`src/rwsp_pkg.sv`:
```
// Package with the types, codes and tags shared by the WAV stream parser modules.
package rwsp_pkg;

  localparam logic [31:0] TAG_RIFF     = 32'h4646_4952;
  localparam logic [31:0] TAG_WAVE     = 32'h4556_4157;
  localparam logic [31:0] TAG_FMT      = 32'h2074_6D66;
  localparam logic [31:0] TAG_DATA     = 32'h6174_6164;
  localparam logic [31:0] FMT_MIN_SIZE = 32'd16;

  localparam int unsigned QUEUE_DEPTH = 4;
  localparam int unsigned QUEUE_AW    = 2;
  localparam int unsigned QUEUE_CW    = 3;

  typedef enum logic [2:0] {
    PH_HDR  = 3'd0,
    PH_CHDR = 3'd1,
    PH_FMT  = 3'd2,
    PH_DATA = 3'd3,
    PH_SKIP = 3'd4,
    PH_PAD  = 3'd5,
    PH_DONE = 3'd6
  } phase_e;

  typedef enum logic [1:0] {
    CK_OTHER = 2'd0,
    CK_FMT   = 2'd1,
    CK_DATA  = 2'd2
  } chunk_kind_e;

  typedef enum logic [1:0] {
    KIND_SAMPLE = 2'd0,
    KIND_RATE   = 2'd1,
    KIND_OK     = 2'd2,
    KIND_FAIL   = 2'd3
  } kind_e;

  typedef enum logic [1:0] {
    ERR_HEADER    = 2'd0,
    ERR_FMT_SMALL = 2'd1,
    ERR_NO_FMT    = 2'd2,
    ERR_NO_DATA   = 2'd3
  } err_e;

  typedef struct packed {
    logic [1:0]  kind;
    logic [31:0] value;
    logic [1:0]  error_code;
    logic        last_in_run;
  } result_t;

  // Results caused by one byte: count (0 to 2) and the entries in order.
  typedef struct packed {
    logic [1:0] n;
    result_t    r0;
    result_t    r1;
  } push_t;

endpackage

```
`src/rwsp_parser.sv`:
```
// Parser state and the per-byte decision logic for the RIFF/WAVE byte stream.
module rwsp_parser (
  input  logic           clk_i,
  input  logic           rst_ni,
  input  logic           step_i,
  input  logic [7:0]     byte_i,
  input  logic           eof_i,
  output rwsp_pkg::push_t push_o
);
  import rwsp_pkg::*;

  phase_e      phase_q, phase_d;
  chunk_kind_e kind_q, kind_d;
  logic [31:0] cnt_q, cnt_d;
  logic [31:0] gather_q, gather_d;
  logic [31:0] len_q, len_d;
  logic        fmt_seen_q, fmt_seen_d;
  logic        data_seen_q, data_seen_d;
  logic [7:0]  held_q, held_d;
  logic        failed_q, failed_d;

  always_ff @(posedge clk_i or negedge rst_ni) begin
    if (!rst_ni) begin
      phase_q     <= PH_HDR;
      kind_q      <= CK_OTHER;
      cnt_q       <= '0;
      gather_q    <= '0;
      len_q       <= '0;
      fmt_seen_q  <= 1'b0;
      data_seen_q <= 1'b0;
      held_q      <= '0;
      failed_q    <= 1'b0;
    end else if (step_i) begin
      phase_q     <= phase_d;
      kind_q      <= kind_d;
      cnt_q       <= cnt_d;
      gather_q    <= gather_d;
      len_q       <= len_d;
      fmt_seen_q  <= fmt_seen_d;
      data_seen_q <= data_seen_d;
      held_q      <= held_d;
      failed_q    <= failed_d;
    end
  end

  always_comb begin
    logic [31:0] pos_inc;
    logic        body_last;
    logic        main_vld;
    result_t     main_r;
    logic        fin_vld;
    result_t     fin_r;

    pos_inc     = cnt_q + 32'd1;
    body_last   = (pos_inc == len_q);
    phase_d     = phase_q;
    kind_d      = kind_q;
    cnt_d       = cnt_q;
    gather_d    = {byte_i, gather_q[31:8]};
    len_d       = len_q;
    fmt_seen_d  = fmt_seen_q;
    data_seen_d = data_seen_q;
    held_d      = held_q;
    failed_d    = failed_q;
    main_vld    = 1'b0;
    main_r      = '0;
    fin_vld     = 1'b0;
    fin_r       = '0;

    case (phase_q)
      PH_HDR: begin
        if (cnt_q == 32'd3 && gather_d != TAG_RIFF) begin
          failed_d = 1'b1;
        end
        if (cnt_q == 32'd11) begin
          if (failed_q || gather_d != TAG_WAVE) begin
            failed_d          = 1'b1;
            main_vld          = 1'b1;
            main_r.kind       = KIND_FAIL;
            main_r.error_code = ERR_HEADER;
            phase_d           = PH_DONE;
          end else begin
            phase_d = PH_CHDR;
            cnt_d   = '0;
          end
        end else begin
          cnt_d = pos_inc;
        end
      end
      PH_CHDR: begin
        if (cnt_q == 32'd3) begin
          if (gather_d == TAG_FMT) begin
            kind_d = CK_FMT;
          end else if (gather_d == TAG_DATA) begin
            kind_d = CK_DATA;
          end else begin
            kind_d = CK_OTHER;
          end
        end
        if (cnt_q == 32'd7) begin
          len_d = gather_d;
          cnt_d = '0;
          if (kind_q == CK_FMT && gather_d < FMT_MIN_SIZE) begin
            main_vld          = 1'b1;
            main_r.kind       = KIND_FAIL;
            main_r.error_code = ERR_FMT_SMALL;
            phase_d           = PH_DONE;
          end else begin
            if (kind_q == CK_DATA) begin
              data_seen_d = 1'b1;
            end
            if (gather_d == '0) begin
              phase_d = PH_CHDR;
            end else if (kind_q == CK_FMT) begin
              phase_d = PH_FMT;
            end else if (kind_q == CK_DATA) begin
              phase_d = PH_DATA;
            end else begin
              phase_d = PH_SKIP;
            end
          end
        end else begin
          cnt_d = pos_inc;
        end
      end
      PH_FMT, PH_DATA, PH_SKIP: begin
        if (phase_q == PH_FMT && cnt_q == 32'd7) begin
          main_vld     = 1'b1;
          main_r.kind  = KIND_RATE;
          main_r.value = gather_d;
          fmt_seen_d   = 1'b1;
        end
        if (phase_q == PH_DATA) begin
          if (!cnt_q[0]) begin
            held_d = byte_i;
          end else begin
            main_vld     = 1'b1;
            main_r.kind  = KIND_SAMPLE;
            main_r.value = {16'd0, byte_i, held_q};
          end
        end
        if (body_last) begin
          phase_d = len_q[0] ? PH_PAD : PH_CHDR;
          cnt_d   = '0;
        end else begin
          cnt_d = pos_inc;
        end
      end
      PH_PAD: begin
        phase_d = PH_CHDR;
        cnt_d   = '0;
      end
      default: begin
        gather_d = gather_q;
      end
    endcase

    if (phase_q != PH_DONE && eof_i && phase_d != PH_DONE) begin
      fin_vld = 1'b1;
      if (phase_d == PH_HDR) begin
        fin_r.kind       = KIND_FAIL;
        fin_r.error_code = ERR_HEADER;
      end else if (!fmt_seen_d) begin
        fin_r.kind       = KIND_FAIL;
        fin_r.error_code = ERR_NO_FMT;
      end else if (!data_seen_d) begin
        fin_r.kind       = KIND_FAIL;
        fin_r.error_code = ERR_NO_DATA;
      end else begin
        fin_r.kind = KIND_OK;
      end
      phase_d = PH_DONE;
    end

    push_o = '0;
    if (step_i) begin
      if (main_vld) begin
        push_o.r0 = main_r;
        push_o.r1 = fin_r;
        push_o.r0.last_in_run = !fin_vld;
        push_o.r1.last_in_run = fin_vld;
        push_o.n  = fin_vld ? 2'd2 : 2'd1;
      end else if (fin_vld) begin
        push_o.r0 = fin_r;
        push_o.r0.last_in_run = 1'b1;
        push_o.n  = 2'd1;
      end
    end
  end

endmodule

```
`src/rwsp_out_queue.sv`:
```
// Four-entry result queue: up to two results a cycle, one out when not stalled.
module rwsp_out_queue (
  input  logic              clk_i,
  input  logic              rst_ni,
  input  rwsp_pkg::push_t   push_i,
  output logic              room_o,
  output logic              out_valid_o,
  input  logic              out_stall_i,
  output rwsp_pkg::result_t head_o
);
  import rwsp_pkg::*;

  result_t               entry_q [QUEUE_DEPTH];
  logic [QUEUE_AW-1:0]   wr_ptr_q, wr_ptr_d;
  logic [QUEUE_AW-1:0]   rd_ptr_q, rd_ptr_d;
  logic [QUEUE_CW-1:0]   count_q, count_d;
  logic                  pop;

  assign out_valid_o = (count_q != '0);
  assign head_o      = entry_q[rd_ptr_q];
  assign pop         = out_valid_o && !out_stall_i;
  assign room_o      = (count_q <= QUEUE_CW'(QUEUE_DEPTH - 2));

  always_comb begin
    wr_ptr_d = wr_ptr_q + QUEUE_AW'(push_i.n);
    rd_ptr_d = rd_ptr_q + QUEUE_AW'(pop);
    count_d  = count_q + QUEUE_CW'(push_i.n) - QUEUE_CW'(pop);
  end

  always_ff @(posedge clk_i or negedge rst_ni) begin
    if (!rst_ni) begin
      wr_ptr_q <= '0;
      rd_ptr_q <= '0;
      count_q  <= '0;
    end else begin
      wr_ptr_q <= wr_ptr_d;
      rd_ptr_q <= rd_ptr_d;
      count_q  <= count_d;
    end
  end

  always_ff @(posedge clk_i) begin
    if (push_i.n != 2'd0) begin
      entry_q[wr_ptr_q] <= push_i.r0;
    end
    if (push_i.n == 2'd2) begin
      entry_q[wr_ptr_q + QUEUE_AW'(1)] <= push_i.r1;
    end
  end

`ifndef SYNTHESIS
  a_count_bound: assert property (@(posedge clk_i) disable iff (!rst_ni)
    count_q <= QUEUE_CW'(QUEUE_DEPTH))
    else $error("Result queue count exceeds its depth.");

  a_push_has_room: assert property (@(posedge clk_i) disable iff (!rst_ni)
    push_i.n != 2'd0 |-> room_o)
    else $error("Results were pushed without room for two entries.");

  a_pair_order: assert property (@(posedge clk_i) disable iff (!rst_ni)
    push_i.n == 2'd2 |-> push_i.r1.last_in_run && !push_i.r0.last_in_run)
    else $error("A result pair does not end its run on the second entry.");

  a_pop_follows: assert property (@(posedge clk_i) disable iff (!rst_ni)
    pop && push_i.n == 2'd0 |=> count_q == $past(count_q) - QUEUE_CW'(1))
    else $error("Result queue count did not drop after a transaction.");
`endif

endmodule

```
`src/riff_wave_stream_parser_top.sv`:
```
// Top level of the streaming RIFF/WAVE 16-bit PCM parser.
// The block takes one file byte per cycle unless stalled: a byte is held in an input
// register while the parser updates its state, and its results (a sample, the sample
// rate, or a final ok or failed report, at most two for the last byte) go into a
// four-entry result queue that drives the output channel. Input stall rises only
// while the queue holds more than two results, so with a free-running output side
// the sustained rate is one byte per cycle. After the final report every later byte
// is taken and dropped until reset.
module riff_wave_stream_parser_top (
  input  logic        clk_i,
  input  logic        rst_ni,
  input  logic        in_valid_i,
  output logic        in_stall_o,
  input  logic [7:0]  data_byte_i,
  input  logic        end_of_file_i,
  output logic        out_valid_o,
  input  logic        out_stall_i,
  output logic [1:0]  kind_o,
  output logic [31:0] value_o,
  output logic [1:0]  error_code_o,
  output logic        last_in_run_o
);
  import rwsp_pkg::*;

  logic       in_valid_q, in_valid_d;
  logic [7:0] in_byte_q;
  logic       in_eof_q;
  logic       room;
  logic       step;
  logic       accept;
  push_t      push;
  result_t    head;

  assign step       = in_valid_q && room;
  assign in_stall_o = in_valid_q && !room;
  assign accept     = in_valid_i && !in_stall_o;

  always_comb begin
    in_valid_d = in_valid_q;
    if (accept) begin
      in_valid_d = 1'b1;
    end else if (step) begin
      in_valid_d = 1'b0;
    end
  end

  always_ff @(posedge clk_i or negedge rst_ni) begin
    if (!rst_ni) begin
      in_valid_q <= 1'b0;
    end else begin
      in_valid_q <= in_valid_d;
    end
  end

  always_ff @(posedge clk_i) begin
    if (accept) begin
      in_byte_q <= data_byte_i;
      in_eof_q  <= end_of_file_i;
    end
  end

  rwsp_parser u_parser (
    .clk_i  (clk_i),
    .rst_ni (rst_ni),
    .step_i (step),
    .byte_i (in_byte_q),
    .eof_i  (in_eof_q),
    .push_o (push)
  );

  rwsp_out_queue u_queue (
    .clk_i       (clk_i),
    .rst_ni      (rst_ni),
    .push_i      (push),
    .room_o      (room),
    .out_valid_o (out_valid_o),
    .out_stall_i (out_stall_i),
    .head_o      (head)
  );

  assign kind_o        = head.kind;
  assign value_o       = head.value;
  assign error_code_o  = head.error_code;
  assign last_in_run_o = head.last_in_run;

`ifndef SYNTHESIS
  a_step_only_held: assert property (@(posedge clk_i) disable iff (!rst_ni)
    push.n != 2'd0 |-> in_valid_q && room)
    else $error("Results appeared without a held input byte.");

  a_held_byte_stays: assert property (@(posedge clk_i) disable iff (!rst_ni)
    in_valid_q && !room |=> in_valid_q && $stable(in_byte_q) && $stable(in_eof_q))
    else $error("A held input byte was lost while the queue was full.");

  a_result_needs_input: assert property (@(posedge clk_i) disable iff (!rst_ni)
    !in_valid_q |-> push.n == 2'd0)
    else $error("The parser produced results with no byte to work on.");
`endif

endmodule
```
`config.mk`:
```
export PLATFORM = sky130hd
export DESIGN_NAME = riff_wave_stream_parser_top
export DESIGN_NICKNAME = d
export VERILOG_FILES = /design/src/rwsp_pkg.sv /design/src/rwsp_parser.sv /design/src/rwsp_out_queue.sv /design/src/riff_wave_stream_parser_top.sv
export SDC_FILE = /design/constraint.sdc
export NUM_CORES = 1
export LEC_CHECK = 0
export BUFFER_PORTS_ARGS = -buffer_cell sky130_fd_sc_hd__buf_2
export CELL_PAD_IN_SITES_DETAIL_PLACEMENT = 1
export CELL_PAD_IN_SITES_GLOBAL_PLACEMENT = 1
export CORE_MARGIN = 5
export CORE_UTILIZATION = 54
export CTS_BUF_LIST = sky130_fd_sc_hd__clkbuf_4 sky130_fd_sc_hd__clkbuf_8
export CTS_CLUSTER_SIZE = 10
export DETAILED_ROUTE_END_ITERATION = 8
export PLACE_DENSITY = 0.92
export RECOVER_POWER = 100
export SYNTH_ARGS = -nofsm -noshare
export SYNTH_HDL_FRONTEND = slang
export SYNTH_HIERARCHICAL = 1
export SYNTH_SLANG_ARGS = --single-unit
```
`constraint.sdc`:
```
create_clock -name clk_i -period 7.3 [get_ports clk_i]
set_input_delay 0.365 -clock clk_i [delete_from_list [all_inputs] [get_ports clk_i]]
set_output_delay 0.365 -clock clk_i [all_outputs]
set_load 0.01 [all_outputs]
```
==> results.md <==
- CP startpoint: in_byte_q[4]$_DFFE_PP_
- Most used routing layer: met2
- FFs w/ async S/R, synth: 41.6%
- Total Routing Usage GR: between 20 and 30%
- Clock sinks: about 270
- Failing checks: max-capacitance violations, max-slew violations
- Layout cells sized above 1: roughly a quarter
- Count of final setup violators: 0
- CP Capture Type: register
- Die W: approximately 180 um
- Syn Inst Count: approximately 1200
- Num CTS Buffers: 46
- YS warnings: 6
- Max-cap violations: 12
- CP max FO: 37
- Req. time, crit path: between 7 and 8 ns
- Pwr per Cell Area: 334 nW/um^2
- Worst-path clk slew: 0.07 ns
- Max Slew Vio Count: about 460
- Initial antenna violation count: 0
- Slowest CP cell: clkbuf_1
- Most frequent cell on the critical path: nand2_1
- Yosys cell types: 82
- Post-DRT Antenna Nets: 0
- Clock Path Buffers: 3
- Unrepaired setup endpoints after global routing: false
- Ys flop type: edfxtp_1
- Die Y-Extent: roughly 180 um
- # IOs: 52
- Crit Reg-Reg Endpoint: u_queue/entry_q[0][36]$_DFFE_PP_
- Maximum VDD drop: between 150 and 200 uV
- Fin. Hold Viols: 0
- Nets: around 1300
- Final worst-path cycle share: between 80% and 90%
- Vias: between 10000 and 15000
- WL/cell: 27.7 um
- Final WL: roughly 46 mm
- R2R Setup Slk: ~1.1 ns
- Starting Density: between 50% and 60%
- Area delta synth->final: 8.89%
- CP max stage delay: between 1.5 and 2 ns
- Tightest Pin Transition: 3.36 ns
- Post-Syn Area: approximately 15000 um^2
- Clk_skew: between 0.06 and 0.07 ns
- Clk_lat worst skew: just over 0.6 ns
- RD Place Congestion: slightly above 0.9
- Post-synth EDFFs: about 160
- Reg-to-reg startpoint: in_byte_q[4]$_DFFE_PP_
- Fin util: 59.1%
- CTS tree: done
- Synthesized flop and latch total: ~270
- Post-detail-place hpwl: approximately 29 mm
- Met2 usage: about half
- Worst min-delay path class: in2reg
- Power Total: roughly 5400 uW
- Port buffer count: 51
- Setup TNS: 0 ns
- R2r worst-path depth: 14
- Fmax: approximately 160 MHz
- Filler cell count: about 2800
- Setup bufs post-CTS: 0
- Vias in the first global route: ~12000
- Number of cell rows: 61
- H-tree Lvls: 2
- GR met1 Demand/Resource: a little over a third
- Worst Path Class, Setup: reg2reg
- Pre-Repair DR Iteration Count: 5
- Post-synthesis sequential area ratio: between 50% and 60%
- Clk root buf: clkbuf_8
- Critical Path End: u_queue/entry_q[0][36]$_DFFE_PP_
- Cell Chain, Critical Path: or3_1, or4_1, and4b_1, nor2_1, nand2_1, nand2_1, nor3_1, inv_1, ha_1, and2_0, nor2b_1, nand3_1, clkbuf_1, mux2_1
- Iteration-0 DRC Markers: ~1100
- Largest net degree at the start of global routing: between 70 and 80
- Startpoint types: register
- Total congestion overflow: 0
- Die area: roughly 31000 um^2
- Status: complete, but fails checks
- First-pass GRT wire length: ~70 mm
- Tmin final: 6.19 ns
- Pleak: ~0.0064 uW
- Post-synthesis average cell area: about 13 um^2
- GRT met3 Usage: roughly 5.9%
- Slew HR: -124%
- DRC errors left: 0
- Via density: 6.64
- Core area: about 28000 um^2
- Worst Path Arrival: around 6.5 ns
-- worst min-delay path by stage --
stage,startpoint,slack [ns],end,depth (start not counted)
floorplan,rst_ni,0.07,in_valid_q$_DFFE_PN0P_,0
global placement,rst_ni,0.38,u_parser/cnt_q[22]$_DFFE_PN0P_,1
detailed placement,rst_ni,0.39,u_parser/cnt_q[22]$_DFFE_PN0P_,1
CTS,out_stall_i,0.09,u_queue/rd_ptr_q[1]$_DFF_PN0_,3
global route,out_stall_i,0.12,u_queue/rd_ptr_q[1]$_DFF_PN0_,3
finish,out_stall_i,0.12,u_queue/rd_ptr_q[1]$_DFF_PN0_,3
-- per-stage QoR --
step	setup slack, ns	hold WS [ns]	cell area (um^2)	instances
3_3_place_gp	2.64	0.384	15300	1564
4_1_cts	2.06	0.0922	16400	1657
3_5_place_dp	2.35	0.391	15300	1564
2_1_floorplan	1.38	0.0694	15100	1225
5_1_grt	0.857	0.124	16300	1657
6_report	1.11	0.116	16300	1659
-- layout by cell type, fill, tap and decap left out, types with 20 or more instances in the layout --
cell type  count
nand2_1       71
edfxtp_1     157
nor3_1        20
nand3_1       25
clkbuf_8      54
a31oi_1       33
xnor2_1       29
dfrtp_1      111
and3_1        33
clkbuf_1      50
o21ai_0       27
nor4_1        28
inv_1         21
mux4_2        37
conb_1        32
a21oi_1       40
mux2_2       183
nor2_1        55
mux2_1        29
-- per-layer routing --
layer / vias up / share of wire (%)
met3: 171 / 7.7
li1: 4604 / -
met2: 579 / 49
met4: 0 / 4.8
met1: 5662 / 38
met5: - / 0
-- where the power goes --
group	internal, uW	switching, uW
sequential	1900	370
combinational	683	1000
clock	820	661
-- state kept, by name (all words and copies together) (netlist names) --
name and count:
in_byte_q 8, in_eof_q 1, in_valid_q 1, u_parser/cnt_q 32, u_parser/data_seen_q 1, u_parser/failed_q 1
u_parser/fmt_seen_q 1, u_parser/gather_q 24, u_parser/held_q 8, u_parser/kind_q 2, u_parser/len_q 32, u_parser/phase_q 3
u_queue/count_q 3, u_queue/entry_q 148, u_queue/rd_ptr_q 2, u_queue/wr_ptr_q 2
-- critical path: cells and delay by family, from the launching register on --
kind / cells / cell delay, ns
simple gates: 10 / 2.76
fa+ha+maj: 1 / 0.28
flops: 1 / 0.49
mux: 1 / 0.47
buf+inv: 2 / 1.93
-- synthesized netlist by cell type (all sizes together) (8+ instances only) --
library cell / n / share of area, %
o21ai: 28 / 0.94
ha: 8 / 0.67
a21oi: 40 / 1.3
inv: 21 / 0.53
xnor2: 29 / 1.7
mux2: 213 / 16
a22oi: 9 / 0.45
nand4: 18 / 0.90
nand2: 71 / 1.8
nor4: 30 / 1.5
nand3: 27 / 1.0
a31oi: 33 / 1.4
dfrtp: 112 / 19
edfxtp: 157 / 32
mux4: 37 / 5.6
nand2b: 10 / 0.47
and3: 33 / 1.4
and2: 13 / 0.56
buf: 78 / 3.6
nor3: 20 / 0.67
xor2: 19 / 1.1
a21o: 8 / 0.40
nor2: 55 / 1.4
clkbuf: 31 / 0.78
-- cells by family after synthesis --
| group | Yosys count | synth area share, % |
|---|---|---|
| AND/OR/NAND/NOR | 324 | 12.3 |
| flip-flops | 269 | 50.3 |
| multiplexers | 255 | 22.0 |
| AO/OA/AOI/OAI | 158 | 6.91 |
| buffers and inverters | 130 | 4.88 |
| XOR/XNOR | 48 | 2.81 |
| adder cells (fa/ha/maj) | 9 | 0.803 |
| other | 1 | 0.0251 |
-- layout make-up --
class / count / area (um^2) / share of cell area [%]
diodes: 2 / 5.00 / 0.0307
clock buffers: 68 / 848 / 5.21
clock inverters: 14 / 135 / 0.830
inverters: 21 / 78.8 / 0.484
multi-input cells: 826 / 6810 / 41.8
flip-flops and latches: 269 / 7520 / 46.2
well taps: 378 / 473 / 2.90
repair buffers: 81 / 418 / 2.57
-- timing repair --
| item | in CTS | in global routing |
|---|---|---|
| resized for setup | 0 | 0 |
| endpoints found under the setup margin | 0 | 0 |
| endpoints found under the hold margin | 45 | 0 |
| hold buffers | 11 | 0 |
No activity file was read; power rests on OpenSTA's default activity.
